$ cat src/hw/rtl/mp2_pkg.sv
`timescale 1ns / 1ps
`default_nettype none
// ----------------------------------------------------------------------------
// mp2_pkg: shared types and constants for the 2x2 max-pool stream
// Sizes, register indexes and the command format passed from front to back.
// ----------------------------------------------------------------------------
package mp2_pkg;

  localparam int MAX_WIDTH   = 1024;
  localparam int MAX_HEIGHT  = 1024;
  localparam int SAMPLE_BITS = 16;

  localparam int DIM_BITS   = 11;                  // width of a dimension register
  localparam int COL_BITS   = $clog2(MAX_WIDTH);
  localparam int ROW_BITS   = $clog2(MAX_HEIGHT);
  localparam int LINE_DEPTH = MAX_WIDTH / 2;
  localparam int IDX_BITS   = $clog2(LINE_DEPTH);

  localparam int QUEUE_DEPTH    = 4;
  localparam int QUEUE_PTR_BITS = $clog2(QUEUE_DEPTH);

  localparam int CFG_INDEX_BITS = 2;
  localparam logic [CFG_INDEX_BITS-1:0] REG_MAP_WIDTH  = 2'd0;
  localparam logic [CFG_INDEX_BITS-1:0] REG_MAP_HEIGHT = 2'd1;

  localparam logic [DIM_BITS-1:0] DIM_MIN        = 11'd2;
  localparam logic [DIM_BITS-1:0] DIM_RESET      = 11'd4;
  localparam logic [DIM_BITS-1:0] WIDTH_LIMIT    = DIM_BITS'(MAX_WIDTH);
  localparam logic [DIM_BITS-1:0] HEIGHT_LIMIT   = DIM_BITS'(MAX_HEIGHT);

  typedef logic signed [SAMPLE_BITS-1:0] sample_t;

  typedef enum logic [1:0] {
    OP_LEFT  = 2'd0,   // left sample of a pair: hold it
    OP_WRITE = 2'd1,   // even row pair: store pair max in line
    OP_READ  = 2'd2    // odd row pair: combine with line, emit result
  } op_t;

  typedef struct packed {
    op_t                 op;
    logic [IDX_BITS-1:0] idx;
    sample_t             sample;
    logic                last;
  } cmd_t;

  function automatic sample_t larger(sample_t a, sample_t b);
    return (a > b) ? a : b;
  endfunction

  function automatic logic [DIM_BITS-1:0] clamp_dim(logic [DIM_BITS-1:0] value,
                                                     logic [DIM_BITS-1:0] top);
    if (value < DIM_MIN) return DIM_MIN;
    if (value > top)     return top;
    return value;
  endfunction

endpackage
`default_nettype wire

$ cat src/hw/rtl/mp2_queue.sv
`timescale 1ns / 1ps
`default_nettype none
// ----------------------------------------------------------------------------
// mp2_queue: short command queue between front and back
// Register-based FIFO, full and empty from a fill count.
// ----------------------------------------------------------------------------
module mp2_queue
  import mp2_pkg::*;
(
  input  wire logic clk,
  input  wire logic rst_n,
  input  wire logic push,
  input  wire cmd_t push_cmd,
  output logic      full,
  input  wire logic pop,
  output logic      head_valid,
  output cmd_t      head_cmd
);

  cmd_t                      entry_r [QUEUE_DEPTH];
  logic [QUEUE_PTR_BITS-1:0] wr_ptr_r, rd_ptr_r;
  logic [QUEUE_PTR_BITS:0]   count_r;

  assign full       = (count_r == (QUEUE_PTR_BITS+1)'(QUEUE_DEPTH));
  assign head_valid = (count_r != '0);
  assign head_cmd   = entry_r[rd_ptr_r];

  always_ff @(posedge clk) begin
    if (push) begin
      entry_r[wr_ptr_r] <= push_cmd;
    end
  end

  always_ff @(posedge clk) begin
    if (!rst_n) begin
      wr_ptr_r <= '0;
      rd_ptr_r <= '0;
      count_r  <= '0;
    end else begin
      if (push) wr_ptr_r <= wr_ptr_r + 1'b1;
      if (pop)  rd_ptr_r <= rd_ptr_r + 1'b1;
      case ({push, pop})
        2'b10:   count_r <= count_r + 1'b1;
        2'b01:   count_r <= count_r - 1'b1;
        default: ;
      endcase
    end
  end

endmodule
`default_nettype wire

$ cat config.mk
export PLATFORM = sky130hd
export DESIGN_NAME = mp2_queue
export DESIGN_NICKNAME = d
export VERILOG_FILES = /design/src/hw/rtl/mp2_pkg.sv /design/src/hw/rtl/mp2_queue.sv
export SDC_FILE = /design/constraint.sdc
export NUM_CORES = 1
export LEC_CHECK = 0
export BUFFER_PORTS_ARGS = -buffer_cell sky130_fd_sc_hd__buf_2
export CORE_ASPECT_RATIO = 1.1
export CORE_MARGIN = 8
export CORE_UTILIZATION = 45
export DETAILED_ROUTE_END_ITERATION = 8
export PLACE_DENSITY = 0.61
export SLEW_MARGIN = 20
export SYNTH_ARGS = -nofsm -noshare
export SYNTH_HDL_FRONTEND = slang
export SYNTH_SLANG_ARGS = --single-unit
$ cat constraint.sdc
create_clock -name clk -period 2.52 [get_ports clk]
set_clock_uncertainty 0.1 [all_clocks]
set_input_delay 0.126 -clock clk [delete_from_list [all_inputs] [get_ports clk]]
set_output_delay 0.126 -clock clk [all_outputs]
set_load 0.005 [all_outputs]
==> Yosys cells after proc, flatten, opt, wreduce, memory -nomap -nowiden <==
Memories as Yosys holds them, arrays and structs flattened. A register that Yosys moved wholly into a read port is not among the register bits.
Cells that the tools add are included.
{ "classes": {"n_addsub": 4, "eq_ne": 3, "n_mux": 5, "reduce_logical": 2} }
{ "op_table": {"columns": ["operator", "count"], "rows": [
  ["one-hot mux 3 bit (2 select lines)", 1],
  ["adder 2 x 1 -> 2 bit, second input constant", 2],
  ["2-to-1 mux 2 bit", 2],
  ["adder 3 x 1 -> 3 bit, second input constant", 1],
  ["equality test 3 bit, second input constant", 1],
  ["nonzero test 3 bit", 1],
  ["subtractor 3 x 1 -> 3 bit, second input constant", 1],
  ["equality test 2 x 1 -> 1 bit, second input constant", 1],
  ["equality test 2 bit, second input constant", 1],
  ["2-to-1 mux 1 bit", 2],
  ["nonzero test 2 bit", 1]
]} }
{ "totals": {"regBits": 7, "mem_bits_rw": 112, "input_bits": 32, "out_inout_bits": 30, "wordCells": 18, "n_memories": 1} }
{ "mem_list": {"columns": ["memory", "depth", "word_bits", "read_ports", "rd_ports_with_merged_regs", "write_ports", "line_no", "text"], "rows": [
  ["entry_r", 4, 28, 1, 1, 1, "mp2_queue.sv:20", "cmd_t entry_r [QUEUE_DEPTH];"]
]} }

==> Logic depth before layout (Yosys ltp) <==
{ "depth": {"ltp_word": 3, "mapped_depth": 6, "depth_no_buf": 6} }

==> Least setup slack after synthesis <==
OpenSTA, ideal clock, no wires.
{ "synth_path": {"path_kind": "register to register", "startpoint": "reg wr_ptr_r[0]", "endpoint": "mem entry_r[2][0] in the netlist's numbering, enable pin", "setup_ns": 0.387, "arrival_time_ns": 1.241, "required_ns": 2.033, "path_slack_ns": 0.792, "stages_incl_launch_ff": 4, "n_path_buf": 0, "synth_period_minus_slack_ns": 1.728, "cell_sequence": "dfxtp_1 inv_1 ha_1 and2_1"} }
{ "synth_lines": {"columns": ["element", "line_no", "text"], "rows": [
  ["start: declaration", "mp2_queue.sv:21", "logic [QUEUE_PTR_BITS-1:0] wr_ptr_r, rd_ptr_r;"],
  ["start signal: assignment", "mp2_queue.sv:40", "if (push) wr_ptr_r <= wr_ptr_r + 1'b1;"],
  ["end: declaration", "mp2_queue.sv:20", null]
]} }
Straight into the memory's write port.

==> Implementation_results.wiki <==
{| class="wikitable"
! Metric !! Value
|-
| Vias || 2190
|-
| Global-route wire length before repair || 12.6 mm
|-
| Total overflow reported by the global router || 0
|-
| Final Wtd Congestion || 0.671
|-
| # H-tree levels || 4
|-
| Count of synthesis-stage warnings from yosys || 0
|-
| Nets in the synthesized netlist || 226
|-
| Initial Util || 0.461
|-
| Largest fanout on the critical path || 12
|-
| Detailed router's first-iteration violation count || 92
|-
| Clock share of power || 0.468
|-
| Total buffers and inverters traversed by the critical path || 2
|-
| Fraction of final layout cells sized beyond drive strength 1 || 0.359
|-
| Longest Clk Path Bufs || 2
|-
| Logic depth of the worst register-to-register path || 4
|-
| Asr flop ratio synth || 0
|-
| Part of the power in registers || 0.449
|-
| Synth-to-layout area growth || 30.6%
|-
| DRC errors left || 0
|-
| Power share of the combinational group || 0.083
|-
| Width of the chip || 112 um
|-
| Net count, final || 340
|-
| Maximum number of pins on one net before global-route repair || 29
|-
| Crit path capture type || primary output
|-
| Leading post-synthesis cells by cell area || sky130_fd_sc_hd__edfxtp_1 74%, sky130_fd_sc_hd__mux4_2 9.9%, sky130_fd_sc_hd__mux4_1 4.6%
|-
| Slowest stage cell, crit path || sky130_fd_sc_hd__mux4_1
|-
| Cells on Worst Hold Path || 2
|-
| Start-to-end type of the worst setup path || flop to primary output
|-
| Largest incremental delay on the critical path || 600 ps
|-
| Summed negative setup slack over all endpoints || 0 ps
|-
| Areal power density over the cells || 881 mW/mm2
|-
| Top Family by Delay on Critical Path || multiplexers
|-
| TritonCTS clock tree || yes
|-
| Clock sink total || 121
|-
| Min-delay worst type || primary input to flop
|-
| Slew Limit Headroom || 0.731
|-
| Top post-synthesis cells by count || 112 x sky130_fd_sc_hd__edfxtp_1, 20 x sky130_fd_sc_hd__mux4_2, 9 x sky130_fd_sc_hd__and2_1, 9 x sky130_fd_sc_hd__dfxtp_1, 8 x sky130_fd_sc_hd__mux4_1
|-
| Number of enable-type register cells in the synthesized netlist || 112
|-
| Internal Power || 4.22 mW
|-
| Count of boundary I/O pins || 62
|-
| Max-cap violations || 0
|-
| Total wire length after detailed routing || 7.78 mm
|-
| Leakage Power || 2.12 nW
|-
| Post-synthesis sequential area ratio || 0.782
|-
| Placeable core region || 0.00984 mm2
|-
| CP Cell Sequence || buf_4 -> mux4_1 -> buf_2
|-
| CTS root buf || sky130_fd_sc_hd__clkbuf_8
|-
| Synthesized area per cell || 24.1 um2
|-
| Final setup vio count || 0
|-
| Switching Power || 0.998 mW
|-
| Full die area || 0.0135 mm2
|-
| Synth top area share || 0.742
|-
| Number of buffers created by CTS || 17
|-
| Final Max Slew Viols || 0
|-
| Setup repair after global routing missed its margin || false
|-
| Clk pin slew, worst setup/hold paths || 50 ps
|-
| Detailed-router iteration count before antenna repair || 3
|-
| Time the worst path needs with I/O delays and setup || 2340 ps
|-
| Buffers on Ports || 61
|-
| Vias in the first global route || 2386
|-
| Data required, critical path || 2290 ps
|-
| Unique cell type count in the Yosys netlist || 20
|-
| Summed instance area of the synthesized netlist || 0.00453 mm2
|-
| Register bit total from synthesis || 121
|-
| Peak clock frequency supported by timing || 428 MHz
|-
| Fill count || 699
|-
| Sw Ratio || 0.191
|-
| Final-report hold violation count || 0
|-
| Final hold slack || 273 ps
|-
| Largest area contributor in the netlist || sky130_fd_sc_hd__edfxtp_1
|-
| Number of stages on the worst setup path || 3
|-
| Floorplan die height || 121 um
|-
| Multi-input gate area || 912 um2
|-
| Sort of element at the start of the critical path || flop
|-
| Number of cells produced by synthesis || 188
|-
| Fin crit share || 0.928
|-
| Storage element area || 0.00354 mm2
|-
| Count of nets left with antenna violations after detail routing || 0
|-
| Number of antenna violations at the first check in global routing || 0
|-
| Worst-margin pin slew || 404 ps
|-
| Placement row count || 38
|-
| Antenna cells || 0
|-
| Sum of net half-perimeters after detailed placement || 4.90 mm
|-
| Skew-Pair Late Insertion Delay || 500 ps
|-
| All-layer global routing usage || 0.125
|-
| Average detailed-routed wire length per instance || 17.9 um
|-
| Worst path arrival time || 2110 ps
|-
| Prevailing post-synth register cell || sky130_fd_sc_hd__edfxtp_1
|-
| Status || complete, no violations
|-
| Average via count per standard cell || 5.03
|-
| Leading cell type by number of instances after synthesis || sky130_fd_sc_hd__edfxtp_1
|-
| Worst supply voltage drop on vdd || 0.000492 V
|}
## layout make-up
type | count | area share
Inverter | 3 | 0.00190
Tap cell | 120 | 0.0254
Multi-Input combinational cell | 58 | 0.154
Clock inverter | 13 | 0.0306
Sequential cell | 121 | 0.599
Timing Repair Buffer | 101 | 0.118
Clock buffer | 19 | 0.0712
## cells in the final DEF (no fill, tap or decap), drive strengths merged, types with 2 or more instances in the layout
| cell type | netlist | final |
|---|---|---|
| mux2i | 2 | 2 |
| bufinv | 0 | 5 |
| inv | 3 | 3 |
| clkbuf | 0 | 19 |
| edfxtp | 112 | 112 |
| ha | 5 | 5 |
| clkinv | 0 | 8 |
| xor2 | 2 | 2 |
| and2 | 9 | 9 |
| dlygate4sd3 | 0 | 32 |
| buf | 6 | 69 |
| nor2b | 2 | 2 |
| mux4 | 28 | 28 |
| dfxtp | 9 | 9 |
| or3 | 2 | 2 |
| xnor2 | 3 | 3 |
## worst paths after layout
kind,from,slack [ps],end
setup / recovery,flop,180,head_cmd[24]
hold / removal,push_cmd[11],270,entry_r[1][11]
setup reg to reg,wr_ptr_r[0],800,entry_r[0][0]
hold reg to reg,count_r[2],420,count_r[2]
## registers in the layout, indices dropped and copies added, names as in the netlist, named ones only
name and count:
count_r 3, wr_ptr_r 2, rd_ptr_r 2, entry_r 112
## through the flow
stage | worst slack, ps | area (um2) | power [mW] | cells | utilization
2_1_floorplan | 792 | 4530 | 2.61 | 188 | -
3_3_place_gp | 705 | 5000 | 2.79 | 371 | 0.508
3_5_place_dp | 664 | 5000 | 2.79 | 371 | 0.508
4_1_cts | 119 | 5920 | 5.28 | 435 | 0.601
5_1_grt | 51.0 | 5920 | 5.39 | 435 | 0.601
6_report | 182 | 5920 | 5.22 | 435 | 0.601
## power groups by stage
stage | Clock [mW] | Sequential (mW) | Combinational (mW)
after floorplan | 0 | 2.37 | 0.248
after global placement | 0 | 2.38 | 0.405
after detailed placement | 0 | 2.38 | 0.410
after CTS | 2.48 | 2.35 | 0.451
after global routing | 2.56 | 2.35 | 0.475
final | 2.44 | 2.34 | 0.435
## cells by family (layout without fill, tap and decap cells)
logic type / after synthesis / count (layout) / share of synthesized area
simple gates: 15 / 15 / 0.0204
fa+ha+maj: 6 / 6 / 0.0182
mux: 30 / 30 / 0.150
flops: 121 / 121 / 0.782
xor+xnor: 5 / 5 / 0.00966
compound gates: 2 / 2 / 0.00276
buf+inv: 9 / 136 / 0.0171
## metal layers
layer,vias up,share of wire,wire (um),track usage
met5,-,0,0,0
met4,0,0.016,128,0.0590
met3,13,0.039,300,0.0503
met2,43,0.52,4060,0.209
met1,1117,0.42,3290,0.138
li1,1017,-,-,-
## timing repair
item                                   4_1_cts  5_1_grt
buffers inserted                             0        0
setup endpoints to repair                    0        0
resized for setup                            0        0
hold buffers                                32        0
endpoints found under the hold margin      121        0
Note: power is estimated with default switching activity, not from simulation.
