===== src/hw/rtl/mp2_pkg.sv =====
`timescale 1ns / 1ps
`default_nettype none
// ----------------------------------------------------------------------------
// mp2_pkg: shared types and constants for the 2x2 max-pool stream
// Sizes, register indexes and the command format passed from front to back.
// ----------------------------------------------------------------------------
package mp2_pkg;

  localparam int MAX_WIDTH   = 1024;
  localparam int MAX_HEIGHT  = 1024;
  localparam int SAMPLE_BITS = 16;

  localparam int DIM_BITS   = 11;                  // width of a dimension register
  localparam int COL_BITS   = $clog2(MAX_WIDTH);
  localparam int ROW_BITS   = $clog2(MAX_HEIGHT);
  localparam int LINE_DEPTH = MAX_WIDTH / 2;
  localparam int IDX_BITS   = $clog2(LINE_DEPTH);

  localparam int QUEUE_DEPTH    = 4;
  localparam int QUEUE_PTR_BITS = $clog2(QUEUE_DEPTH);

  localparam int CFG_INDEX_BITS = 2;
  localparam logic [CFG_INDEX_BITS-1:0] REG_MAP_WIDTH  = 2'd0;
  localparam logic [CFG_INDEX_BITS-1:0] REG_MAP_HEIGHT = 2'd1;

  localparam logic [DIM_BITS-1:0] DIM_MIN        = 11'd2;
  localparam logic [DIM_BITS-1:0] DIM_RESET      = 11'd4;
  localparam logic [DIM_BITS-1:0] WIDTH_LIMIT    = DIM_BITS'(MAX_WIDTH);
  localparam logic [DIM_BITS-1:0] HEIGHT_LIMIT   = DIM_BITS'(MAX_HEIGHT);

  typedef logic signed [SAMPLE_BITS-1:0] sample_t;

  typedef enum logic [1:0] {
    OP_LEFT  = 2'd0,   // left sample of a pair: hold it
    OP_WRITE = 2'd1,   // even row pair: store pair max in line
    OP_READ  = 2'd2    // odd row pair: combine with line, emit result
  } op_t;

  typedef struct packed {
    op_t                 op;
    logic [IDX_BITS-1:0] idx;
    sample_t             sample;
    logic                last;
  } cmd_t;

  function automatic sample_t larger(sample_t a, sample_t b);
    return (a > b) ? a : b;
  endfunction

  function automatic logic [DIM_BITS-1:0] clamp_dim(logic [DIM_BITS-1:0] value,
                                                     logic [DIM_BITS-1:0] top);
    if (value < DIM_MIN) return DIM_MIN;
    if (value > top)     return top;
    return value;
  endfunction

endpackage
`default_nettype wire


===== src/hw/rtl/mp2_front.sv =====
`timescale 1ns / 1ps
`default_nettype none
// ----------------------------------------------------------------------------
// mp2_front: frame position tracking and sample classification
// Holds the dimension registers and counters, tags each kept sample.
// ----------------------------------------------------------------------------
module mp2_front
  import mp2_pkg::*;
(
  input  wire logic                      clk,
  input  wire logic                      rst_n,
  input  wire logic                      cfg_valid,
  input  wire logic [CFG_INDEX_BITS-1:0] cfg_index,
  input  wire logic [DIM_BITS-1:0]       cfg_data,
  input  wire logic                      accept,
  input  wire sample_t                   sample,
  output logic                           push,
  output cmd_t                           cmd
);

  logic [DIM_BITS-1:0] map_width_r, map_height_r;
  logic [COL_BITS-1:0] col_r, col_nxt;
  logic [ROW_BITS-1:0] row_r, row_nxt;
  logic [DIM_BITS-1:0] used_w, used_h;
  logic [DIM_BITS-1:0] col_ext, row_ext;
  logic [DIM_BITS-1:0] col_inc, row_inc;
  logic                in_window;

  assign used_w  = {map_width_r[DIM_BITS-1:1], 1'b0};
  assign used_h  = {map_height_r[DIM_BITS-1:1], 1'b0};
  assign col_ext = DIM_BITS'(col_r);
  assign row_ext = DIM_BITS'(row_r);
  assign col_inc = col_ext + 1'b1;
  assign row_inc = row_ext + 1'b1;

  assign in_window = (col_ext < used_w) && (row_ext < used_h);

  always_comb begin
    col_nxt = col_inc[COL_BITS-1:0];
    row_nxt = row_r;
    if (col_inc >= map_width_r) begin
      col_nxt = '0;
      row_nxt = (row_inc >= map_height_r) ? '0 : row_inc[ROW_BITS-1:0];
    end
  end

  always_comb begin
    cmd.idx    = col_r[COL_BITS-1:1];
    cmd.sample = sample;
    cmd.last   = (col_ext == used_w - 1'b1) && (row_ext == used_h - 1'b1);
    if (!col_r[0])      cmd.op = OP_LEFT;
    else if (!row_r[0]) cmd.op = OP_WRITE;
    else                cmd.op = OP_READ;
  end

  assign push = accept && in_window;

  always_ff @(posedge clk) begin
    if (!rst_n) begin
      map_width_r  <= DIM_RESET;
      map_height_r <= DIM_RESET;
      col_r        <= '0;
      row_r        <= '0;
    end else if (cfg_valid) begin
      unique case (cfg_index)
        REG_MAP_WIDTH: begin
          map_width_r <= clamp_dim(cfg_data, WIDTH_LIMIT);
          col_r       <= '0;
          row_r       <= '0;
        end
        REG_MAP_HEIGHT: begin
          map_height_r <= clamp_dim(cfg_data, HEIGHT_LIMIT);
          col_r        <= '0;
          row_r        <= '0;
        end
        default: ;
      endcase
    end else if (accept) begin
      col_r <= col_nxt;
      row_r <= row_nxt;
    end
  end

endmodule
`default_nettype wire


===== config.mk =====
export PLATFORM = sky130hd
export DESIGN_NAME = mp2_front
export DESIGN_NICKNAME = d
export VERILOG_FILES = /design/src/hw/rtl/mp2_pkg.sv /design/src/hw/rtl/mp2_front.sv
export SDC_FILE = /design/constraint.sdc
export NUM_CORES = 1
export LEC_CHECK = 0
export BUFFER_PORTS_ARGS = -buffer_cell sky130_fd_sc_hd__buf_2
export CORE_MARGIN = 1.5
export CORE_UTILIZATION = 59
export CTS_BUF_LIST = sky130_fd_sc_hd__clkbuf_4
export CTS_CLUSTER_SIZE = 16
export DETAILED_ROUTE_END_ITERATION = 7
export GPL_TIMING_DRIVEN = 0
export PLACE_DENSITY = 0.83
export SLEW_MARGIN = 10
export SYNTH_ARGS = -nofsm -noshare
export SYNTH_HDL_FRONTEND = slang
export SYNTH_SLANG_ARGS = --single-unit

===== constraint.sdc =====
create_clock -name clk -period 4 [get_ports clk]
set_clock_uncertainty 0.15 [all_clocks]
set_input_delay 0.6 -clock clk [delete_from_list [all_inputs] [get_ports clk]]
set_output_delay 0.6 -clock clk [all_outputs]
set_load 0.02 [all_outputs]

Word-level counts from Yosys, hierarchy flattened
Index checks and enable logic that the tools add are counted.
- reductions and logical operators: 11
- add/sub/neg operators: 4
- equal/unequal tests: 4
- muxes and demuxes: 32
- order comparisons: 6
- operator list (kind ; number):
    two-way mux 10 bit ; 8
    two-way mux 11 bit ; 6
    adder 10 x 1 -> 11 bit, second input constant ; 2
    == test 10 x 11 -> 1 bit ; 2
    >= comparator 11 bit ; 2
    < comparator 10 x 11 -> 1 bit ; 2
    subtractor 11 x 1 -> 11 bit, second input constant ; 2
    two-way mux 1 bit ; 16
    > comparator 11 bit, second input constant ; 1
    < comparator 11 x 2 -> 1 bit, second input constant ; 1
    AND reduction 2 bit ; 3
    two-way mux 2 bit ; 2
    nonzero test 2 bit ; 2
    logical AND 1 bit ; 3
    AND reduction 3 bit ; 1
    == test 2 x 1 -> 1 bit, second input constant ; 1
    zero test 2 bit ; 1
    != test 2 bit, second input constant ; 1
    OR reduction 2 bit ; 1
- register bits: 42
- input bits: 33
- word-level logic and storage cells: 61

Depth between registers and ports, before layout
Gate-level depths: netlist of the first run.
- word-level depth: 11
- mapped depth: 13
- gate-level depth less buffers: 12

Worst setup path before layout of the first run
No wires, ideal clock.
- kind: flip-flop to flip-flop
- start point: register row_r[0]
- end point: register row_r[2]
- slack: 985 ps
- arrival time: 2739 ps
- setup time: 126 ps
- clock period less this slack: 3015 ps
- required time: 3724 ps
- cell stages (with the launch flop): 14
- buffers on the path: 1
- cell sequence: dfxtp_1 ha_1 nand3_1 or2_2 nor2_1 xnor2_1 ha_1 nand3_1 nor4_1 o31ai_1 and2_1 nand2b_1 clkbuf_1 o22ai_1
- word-level cells in the longest chain between the ends: 6
- ends and longest elaborated chain (what ; line ; source):
    start, declared ; mp2_front.sv:23 ; logic [ROW_BITS-1:0] row_r, row_nxt;
    start signal, assigned ; mp2_front.sv:80 ; row_r <= row_nxt;
    adder 10 x 1 -> 11 bit (*) ; mp2_front.sv:34 ; assign row_inc = row_ext + 1'b1;
    >= comparator 11 bit ; mp2_front.sv:43 ; row_nxt = (row_inc >= map_height_r) ? '0 : row_inc[ROW_BITS-1:0];
    two-way mux 10 bit (*) ; mp2_front.sv:43 ;
    two-way mux 10 bit (*) ; mp2_front.sv:41 ; if (col_inc >= map_width_r) begin
    two-way mux 10 bit (*) ; mp2_front.sv:78 ; end else if (accept) begin
    two-way mux 10 bit (*) ; mp2_front.sv:64 ; end else if (cfg_valid) begin
Mark *: on every way between the ends. The rest lies on a longest branch, timed or not. The select of a mux whose other input is x is not followed.
A chain may end at the register's enable or synchronous reset.

Final worst setup path of the first run
- start point: register row_r[0]
- end point: register row_r[5]
Same word-level chain as after synthesis.

==> results of run 1 <==
[final cells by class]
type | count | share of cell area (%)
Clock buffer | 5 | 0.934
Clock inverter | 2 | 0.374
Buffer | 39 | 6.01
Tap cell | 75 | 2.34
Multi-Input combinational cell | 355 | 61.4
Sequential cell | 42 | 20.9
Inverter | 29 | 2.71
Timing Repair Buffer | 43 | 5.36
[through the flow]
step	std cells	power, W	setup slack (ns)
floorplan	465	0.000554	0.985
global placement	583	0.000596	0.371
detailed placement	583	0.000601	0.277
CTS	590	0.000813	0.247
global route	590	0.000847	0.0173
finish	590	0.000810	0.216
[sequential cells by signal, indices dropped and copies added (netlist names)]
| register | flops |
|---|---|
| col_r | 10 |
| map_width_r | 11 |
| map_height_r | 11 |
| row_r | 10 |
[Yosys cell counts, types with 2 or more instances]
cell | n | area [um2]
o221ai_1 | 2 | 17.5
nor3b_1 | 2 | 15.0
a21o_1 | 2 | 15.0
or2_2 | 2 | 12.5
inv_1 | 29 | 109
nor3_1 | 5 | 25.0
a21oi_1 | 17 | 85.1
or3_4 | 3 | 33.8
o211ai_1 | 3 | 22.5
a41oi_1 | 3 | 26.3
nor4_1 | 5 | 31.3
nand2b_1 | 7 | 43.8
buf_4 | 25 | 188
xnor2_1 | 22 | 193
dfxtp_1 | 42 | 841
o21ai_0 | 17 | 85.1
o21a_1 | 4 | 30.0
nor2_1 | 22 | 82.6
nor2b_1 | 21 | 131
a21boi_0 | 22 | 165
clkbuf_1 | 12 | 45.0
o22ai_1 | 3 | 18.8
ha_1 | 44 | 551
and2_1 | 5 | 31.3
mux2i_1 | 7 | 70.1
nand2_1 | 56 | 210
and3_1 | 8 | 50.1
a22oi_1 | 9 | 67.6
xor2_1 | 11 | 96.3
and4_1 | 2 | 17.5
nand3_1 | 23 | 115
o31ai_1 | 6 | 45.0
a31oi_1 | 3 | 18.8
o2111a_1 | 2 | 22.5
nand4_1 | 7 | 43.8
[power breakdown]
group / switching, W / internal (W) / total, W
clock network: 0.000149 / 0.0000650 / 0.000214
logic: 0.0000926 / 0.0000685 / 0.000161
registers: 0.00000958 / 0.000425 / 0.000434
total: 0.000251 / 0.000558 / 0.000810
[kinds of logic after synthesis]
| kind of cell | count (synthesis) | synth area share (%) |
|---|---|---|
| xor gates and xnor gates | 33 | 7.92 |
| adders and majority gates | 44 | 15.1 |
| and+or+nand+nor | 170 | 23.6 |
| buffers and inverters | 68 | 9.60 |
| DFF | 42 | 23.0 |
| muxes | 7 | 1.92 |
| AOI/OAI and AO/OA | 101 | 18.8 |
[final timing paths]
path,depth (start not counted),endpoint,startpoint,slack (ns)
min reg2reg,2,map_height_r[0]$_SDFFE_PN0P_,map_height_r[0]$_SDFFE_PN0P_,0.35
max,13,row_r[5]$_SDFFE_PN0P_,row_r[0]$_SDFFE_PN0P_,0.22
max reg2reg,13,row_r[5]$_SDFFE_PN0P_,row_r[0]$_SDFFE_PN0P_,0.22
min,2,map_height_r[0]$_SDFFE_PN0P_,map_height_r[0]$_SDFFE_PN0P_,0.35
[per-layer routing]
layer | wire length [um] | share of wire (%) | up-vias
li1 | - | - | 1712
met1 | 3910 | 45 | 1582
met2 | 3990 | 46 | 139
met3 | 580 | 6.7 | 23
met4 | 209 | 2.4 | 0
met5 | 0 | 0 | -
[tightest hold or removal path, cell delays in order, from the launching register on]
cell,delay [ns]
dfxtp_1,0.34
nand2_1,0.05
a21boi_0,0.07
[timing repair]
action / CTS / global route
endpoints found under the setup margin: 0 / 4
endpoints found under the hold margin: 0 / 0
gates resized for setup: 0 / 1
==> qor.txt, run 1 <==
Synth Warn # - 0
Routing usage on met1 - 35.8%
IO Port Bufs - 43
Rel. slew slack - 40.2%
CP Class - register to register
Clk sinks - 42
Vias in the first global route - 3105
CP max FO - 9
Multi-input logic area - 0.00246 mm2
H-tree depth - 2
Hold slack final - 0.349 ns
First DRT Iteration DRCs - 161
Clk_lat worst skew - 0.36 ns
CTS tree - built
CP required - 4.13 ns
Final Max Tran Viols - 0
Leak pwr - 1.71 nW
Root Driver - clkbuf_4
Design Area, Final - 0.00402 mm2
Commonest non-fill, non-tap cell in the layout - nand2_1
Vias per cell - 5.86
Clock Pin Slew Worst Setup and Hold Paths - 0.13 ns
Mean post-synth cell area - 7.85 um2
CTS Buffer Depth - 2
Setup repair bufs after CTS - 0
Met3 Use GR - 4.00%
Antenna Nets Post-Route - 0
Kind of cell adding the most delay to the critical path - simple AND/OR/NAND/NOR gates
Mapped cell area - 0.00365 mm2
First-pass GRT wire length - 14000 um
Final hold violation count - 0
VDD IR max - 0.000146 V
Cell with the most instances on the worst path - ha_1
Largest net degree at the start of global routing - 14
Die X - 81.7 um
Register area - 841 um2
Seq cells post-synth - 42
Setup TNS - 0 ns
Layout Nets - 592
Cell variety after synth - 47
Pre-antenna DRT Iters - 5
DP Area - 0.00396 mm2
Met2 usage - 45.0%
RSZ-0062 raised after global routing - false
Die Height - 81.7 um
Initial Utilization - 61.3%
Post-synth EDFFs - 0
DRC violations left - 0
Final Cycle Share - 94.6%
Worst path bufs/invs - 2
Max cap viols - 0
Initial antenna violation count - 0
Final Util - 67.5%
Slew @ Worst Pin - 0.897 ns
Synth Instances - 465
Class of the worst hold path - register to register
CP cell instances - ha_1, nand3_1, or2_2, nor2_1, and3_1, ha_1, inv_1, o211ai_1, a41oi_1, and2_1, nand2b_1, clkbuf_1, o31ai_1
Dpl hpwl - 6950 um
Post-synthesis net count - 542
Asr flop ratio synth - 0%
Die Area - 0.00667 mm2
CP max stage cell - dfxtp_1
Layout area overhead - 10.1%
Setup-failing EPs final - 0
Gr busiest metal - met2
Worst Setup Start Kind - register
I/O pin count - 62
Total gr overflow - 0
Hold_buf cts - 0
Fillers - 529
Diodes inserted - 0
Core area - 0.00596 mm2
Max frequency - 0.264 GHz
Final wirelength - 8700 um
Most frequent cells in the layout - nand2_1 (56), buf_2 (44), ha_1 (44)
Critical Path AT - 3.91 ns
# rows - 28
Total CTS buffers - 5
Minimum clock period - 3.78 ns
PwrDens - 202 mW/mm2
Per-cell routed wire length - 14.7 um
GRT Total Usage - 27.2%
Layout cell share with drive strength beyond 1 - 16.5%
Slowest stage delay, CP - 0.52 ns
Run status - complete, no violations
Worst setup EP type - register
DR vias - 3456
Synth Flop Type - dfxtp_1
Routability cong. - 0.938
Register area share after synthesis - 23.0%
No activity file was read; power rests on OpenSTA's default activity.
==> inputs of run 2 (changes only) <==
CORE_UTILIZATION = 60   (was 59)
PLACE_DENSITY = 0.84   (was 0.83)
clock period = 4.81 ns   (was 4 ns; I/O delays follow)
==> run 2 against run 1 <==
Worst hold slack hardly changed; global-route usage down 0.17 points; cell area grew 0.59%; via count down 2.5%; first-iteration DRC count rose by 19%; final cell count rose by 0.17%; critical path depth is the same; setup slack better by 0.78 ns; register-to-register slack gained 0.78 ns; critical path type unchanged; largest cell class unchanged; largest power group unchanged.
==> qor.txt, run 2 (synthesized netlist as in run 1, its figures left out) <==
Die Height - 81.0 um (-0.80%)
CP cell instances - ha_1, nand3_1, or2_2, nor2_1, xnor2_1, ha_1, nand3_1, nor4_1, o31ai_1, and2_1, nand2b_1, clkbuf_1, o21ai_0
First-pass GRT wire length - 13800 um (-1.4%)
CP required - 4.91 ns (+0.78 ns)
Per-cell routed wire length - 14.4 um (-2.3%)
CTS tree - built
Antenna Nets Post-Route - 0 (unchanged)
Dpl ws - 1.09 ns (+0.817 ns)
Class of the worst hold path - register to register
Run status - complete, no violations
Resized Gates After CTS - 0 (unchanged)
Final Cycle Share - 79.2% (-15 points)
Max cap viols - 0 (unchanged)
Critical Path AT - 3.91 ns (about the same)
Vias in the first global route - 3052 (-1.7%)
Commonest non-fill, non-tap cell in the layout - nand2_1
Total gr overflow - 0 (unchanged)
DR vias - 3368 (-2.5%)
Dpl hpwl - 6810 um (-2.1%)
Layout Nets - 592 (unchanged)
DP Area - 0.00396 mm2 (unchanged)
Slowest stage delay, CP - 0.52 ns (about the same)
Diodes inserted - 0 (unchanged)
CP max FO - 9 (unchanged)
Final hold violation count - 0 (unchanged)
Final wirelength - 8510 um (-2.1%)
Hold_buf cts - 0 (unchanged)
Leak pwr - 1.73 nW (+1.1%)
Rel. slew slack - 44.2% (+4.1 points)
Routability cong. - 0.919 (-2.0%)
# rows - 28 (unchanged)
IO Port Bufs - 43 (unchanged)
PwrDens - 182 mW/mm2 (-9.5%)
Layout cell share with drive strength beyond 1 - 16.5% (-0.032 points)
Setup-failing EPs final - 0 (unchanged)
Setup TNS - 0 ns (unchanged)
Root Driver - clkbuf_4
Core area - 0.00589 mm2 (-1.2%)
CP Class - register to register
Die Area - 0.00656 mm2 (-1.6%)
Final Max Tran Viols - 0 (unchanged)
Largest net degree at the start of global routing - 14 (unchanged)
Vias per cell - 5.70 (-2.7%)
GRT Total Usage - 27.0% (-0.17 points)
First DRT Iteration DRCs - 191 (+19%)
Kind of cell adding the most delay to the critical path - simple AND/OR/NAND/NOR gates
Slew @ Worst Pin - 0.837 ns (-0.0608 ns)
Pre-antenna DRT Iters - 4 (-1)
Die X - 81.0 um (-0.80%)
DRC violations left - 0 (unchanged)
Most frequent cells in the layout - nand2_1 (56), buf_2 (44), ha_1 (44)
Layout area overhead - 10.7%
Worst path bufs/invs - 1 (-1)
Clock Pin Slew Worst Setup and Hold Paths - 0.13 ns (about the same)
H-tree depth - 2 (unchanged)
I/O pin count - 62 (unchanged)
Initial Utilization - 62.0% (+0.73 points)
Total CTS buffers - 5 (unchanged)
Clk_lat worst skew - 0.37 ns (about the same)
Minimum clock period - 3.81 ns (+0.0275 ns)
Initial antenna violation count - 0 (unchanged)
Setup WS post-layout - 0.998 ns (+0.783 ns)
Worst setup EP type - register
VDD IR max - 0.000150 V (+2.7%)
RSZ-0062 raised after global routing - false
Clk sinks - 42 (unchanged)
Setup repair bufs after CTS - 0 (unchanged)
CTS Buffer Depth - 2 (unchanged)
Design Area, Final - 0.00404 mm2 (+0.59%)
Max frequency - 0.262 GHz (-0.72%)
Regs by FF count - map_height_r (11), map_width_r (11)
CP max stage cell - dfxtp_1
Worst Setup Start Kind - register
==> run 2: metrics by stage <==
step	total power [W]	hold slack, ns	utilization, %	cells
4_1_cts	0.000740	0.350	68.7	591
3_3_place_gp	0.000495	0.315	67.3	583
6_report	0.000737	0.349	68.7	591
5_1_grt	0.000767	0.384	68.7	591
2_1_floorplan	0.000461	0.298	-	465
3_5_place_dp	0.000499	0.331	67.3	583
==> run 2: final timing paths <==
kind | startpoint | end | slack (ns) | depth (start not counted)
worst max register to register | row_r[0]$_SDFFE_PN0P_ | row_r[7]$_SDFFE_PN0P_ | 1.0 | 13
worst min-delay path | map_width_r[0]$_SDFFE_PN0P_ | map_width_r[0]$_SDFFE_PN0P_ | 0.35 | 2
worst max-delay path | row_r[0]$_SDFFE_PN0P_ | row_r[7]$_SDFFE_PN0P_ | 1.0 | 13
worst min register to register | map_width_r[0]$_SDFFE_PN0P_ | map_width_r[0]$_SDFFE_PN0P_ | 0.35 | 2
==> run 2: final cells by class <==
cell class	instances	area, um2
inverters	29	109
fillers	503	1840
multi-input cells	355	2460
plain buffers	39	241
repair buffers	43	215
flip-flops and latches	42	841
well taps	75	93.8
clock inverters	2	37.5
clock buffers	6	45.0
==> run 2: tightest hold or removal path, stage by stage, from the launching register on <==
cell	delay (ns)
dfxtp_1	0.35
nand2_1	0.05
a21boi_0	0.07
==> run 2: power by group <==
part | leakage, nW | switching, W | internal (W)
logic | 1.35 | 0.0000753 | 0.0000567
registers | 0.340 | 0.00000803 | 0.000353
clock network | 0.0419 | 0.000128 | 0.000115
==> run 2: layer usage <==
layer	up-vias	GRT usage [%]	part of all wire (%)
met4	0	9.48	2.0
met1	1522	35.0	45
met3	13	4.04	7.4
li1	1715	-	-
met2	118	45.4	46
met5	-	0	0
==> inputs of run 3 (changes only) <==
CORE_UTILIZATION = 53   (was 60)
PLACE_DENSITY = 0.79   (was 0.84)
clock period = 3.4 ns   (was 4.81 ns; I/O delays follow)
==> run 3 against run 2 <==
Clock-buffer cell count is 1 lower; utilization is 7.5 points lower; largest power group unchanged; combinational power is 48% higher; worst hold slack worse by 0.090 ns; sequential share of layout area is 0.15 points lower; cell area is 1.6% higher; register-to-register slack worse by 0.83 ns; routed wire length is 0.48% higher; critical path type is now register to primary output; global-route usage is 4.1 points lower; critical endpoint is now cmd[0]; non-clock buffer count stayed put.
==> qor.txt, run 3 (synthesized netlist as in run 1, its figures left out) <==
CTS Buffer Depth - 2 (unchanged)
# rows - 30 (+7.1%)
Max frequency - 0.304 GHz
Critical Path AT - 2.63 ns (-1.28 ns)
CP cell instances - inv_1, ha_1, xor2_1, nand3_1, nor4_2, nand4_1, a2111oi_2, o2111a_1, buf_2
Core area - 0.00672 mm2 (+14%)
Sw Ratio - 31.4% (+2.7 points)
Die X - 86.0 um (+6.2%)
Total gr overflow - 0 (unchanged)
Psw - 0.000304 W (+44%)
Routability cong. - 0.930 (+1.2%)
Final hold violation count - 0 (unchanged)
Clock power frac - 27.1% (-6.0 points)
IO Port Bufs - 43 (unchanged)
Slowest stage delay, CP - 0.38 ns (-0.14 ns)
Class of the worst hold path - primary input to register
Largest net degree at the start of global routing - 15 (+1)
Clk_lat worst skew - 0.37 ns (about the same)
Final Util - 61.1% (-7.5 points)
Worst Setup Start Kind - register
CP max stage cell - dfxtp_1
Root Driver - clkbuf_4
H-tree depth - 2 (unchanged)
VDD IR max - 0.000213 V (+42%)
Diodes inserted - 0 (unchanged)
Die Area - 0.00739 mm2 (+13%)
CP max FO - 3 (-6)
Final Cycle Share - 96.9%
Initial Utilization - 54.3% (-7.7 points)
GRT Total Usage - 22.9% (-4.1 points)
Setup WS post-layout - 0.105 ns (-0.893 ns)
Layout Nets - 592 (unchanged)
Commonest non-fill, non-tap cell in the layout - nand2_1
PwrDens - 236 mW/mm2 (+29%)
Clk sinks - 42 (unchanged)
Antenna Nets Post-Route - 0 (unchanged)
Per-cell routed wire length - 14.3 um (-0.36%)
Run status - complete, no violations
Worst setup EP type - primary output
Minimum clock period - 3.29 ns
DR vias - 3368 (unchanged)
Fillers - 590 (+17%)
Regs by FF count - map_height_r (11), map_width_r (11)
Hold_buf cts - 0 (unchanged)
First-pass GRT wire length - 13600 um (-1.3%)
Most frequent cells in the layout - nand2_1 (56), buf_2 (44), ha_1 (44)
Comb power frac - 20.1% (+2.2 points)
Layout cell share with drive strength beyond 1 - 19.4% (+2.9 points)
Die Height - 86.0 um (+6.2%)
I/O pin count - 62 (unchanged)
DRC violations left - 0 (unchanged)
Max cap viols - 0 (unchanged)
Reg power frac - 52.8% (+3.8 points)
CP required - 2.74 ns (-2.17 ns)
Slew @ Worst Pin - 0.639 ns (-0.198 ns)
Dpl hpwl - 6790 um (-0.29%)
Total CTS buffers - 5 (unchanged)
Setup-failing EPs final - 0 (unchanged)
First DRT Iteration DRCs - 231 (+21%)
Layout area overhead - 12.5%
Pre-antenna DRT Iters - 4 (unchanged)
Rel. slew slack - 57.2% (+13 points)
Clock Pin Slew Worst Setup and Hold Paths - 0.14 ns (about the same)
Dpl ws - -0.279 ns (-1.37 ns)
CTS tree - built
Vias per cell - 5.65 (-0.84%)
Vias in the first global route - 2878 (-5.7%)
Final Max Tran Viols - 0 (unchanged)
Final wirelength - 8550 um (+0.48%)
Initial antenna violation count - 0 (unchanged)
CP Class - register to primary output
Int Pwr - 0.000664 W (+26%)
Leak pwr - 1.75 nW (+1.0%)
run 3: power by group through the flow:
stage	logic, W	clock network (W)	registers (W)
after floorplan	0.000134	0	0.000518
after global placement	0.000180	0	0.000521
after detailed placement	0.000184	0	0.000522
after CTS	0.000187	0.000270	0.000511
after global routing	0.000214	0.000282	0.000513
final	0.000195	0.000262	0.000511
run 3: worst paths after layout:
path / start / end / slack (ns) / depth (start not counted)
min: cfg_data[7] / map_width_r[7]$_SDFFE_PN0P_ / 0.26 / 3
min reg2reg: map_height_r[0]$_SDFFE_PN0P_ / map_height_r[0]$_SDFFE_PN0P_ / 0.35 / 2
max: map_width_r[2]$_SDFFE_PN1P_ / cmd[0] / 0.11 / 9
max reg2reg: col_r[1]$_SDFFE_PN0P_ / col_r[6]$_SDFFE_PN0P_ / 0.17 / 12
run 3: layout make-up:
class / instances / area (um2) / share of cell area (%)
Multi-Input combinational cell: 355 / 2530 / 61.6
Sequential cell: 42 / 848 / 20.7
Buffer: 38 / 239 / 5.82
Timing Repair Buffer: 44 / 223 / 5.42
Inverter: 29 / 109 / 2.65
Tap cell: 80 / 100 / 2.44
Clock buffer: 5 / 37.5 / 0.914
Clock inverter: 3 / 20.0 / 0.487
run 3: critical path, delay by kind of cell (launching register included):
family                     cells  cell delay, ns
and+or+nand+nor                3            0.65
xor gates and xnor gates       1            0.14
DFF                            1            0.38
buffers and inverters          2            0.25
AOI/OAI and AO/OA              2            0.56
adders and majority gates      1            0.29
run 3: through the flow:
step	TNS, ns	total power (W)	area [um2]	instances	hold WS (ns)
after floorplan	0	0.000652	3650	465	0.298
after global placement	-2.48	0.000701	3970	588	0.316
after detailed placement	-3.53	0.000705	3970	588	0.324
after CTS	0	0.000968	4040	595	0.257
after global routing	-0.112	0.00101	4110	596	0.264
final	0	0.000968	4110	596	0.259
run 3: per-layer routing:
| metal | GRT usage [%] | routed length, um | vias to the layer above |
|---|---|---|---|
| li1 | - | - | 1719 |
| met5 | 0 | 0 | - |
| met1 | 31.7 | 3990 | 1548 |
| met2 | 37.4 | 3970 | 92 |
| met3 | 3.18 | 486 | 9 |
| met4 | 5.87 | 105 | 0 |
run 3: timing repair:
item	CTS	global route
setup endpoints to repair	20	21
resized for setup	6	16
pin swaps	0	2
setup buffers	0	1
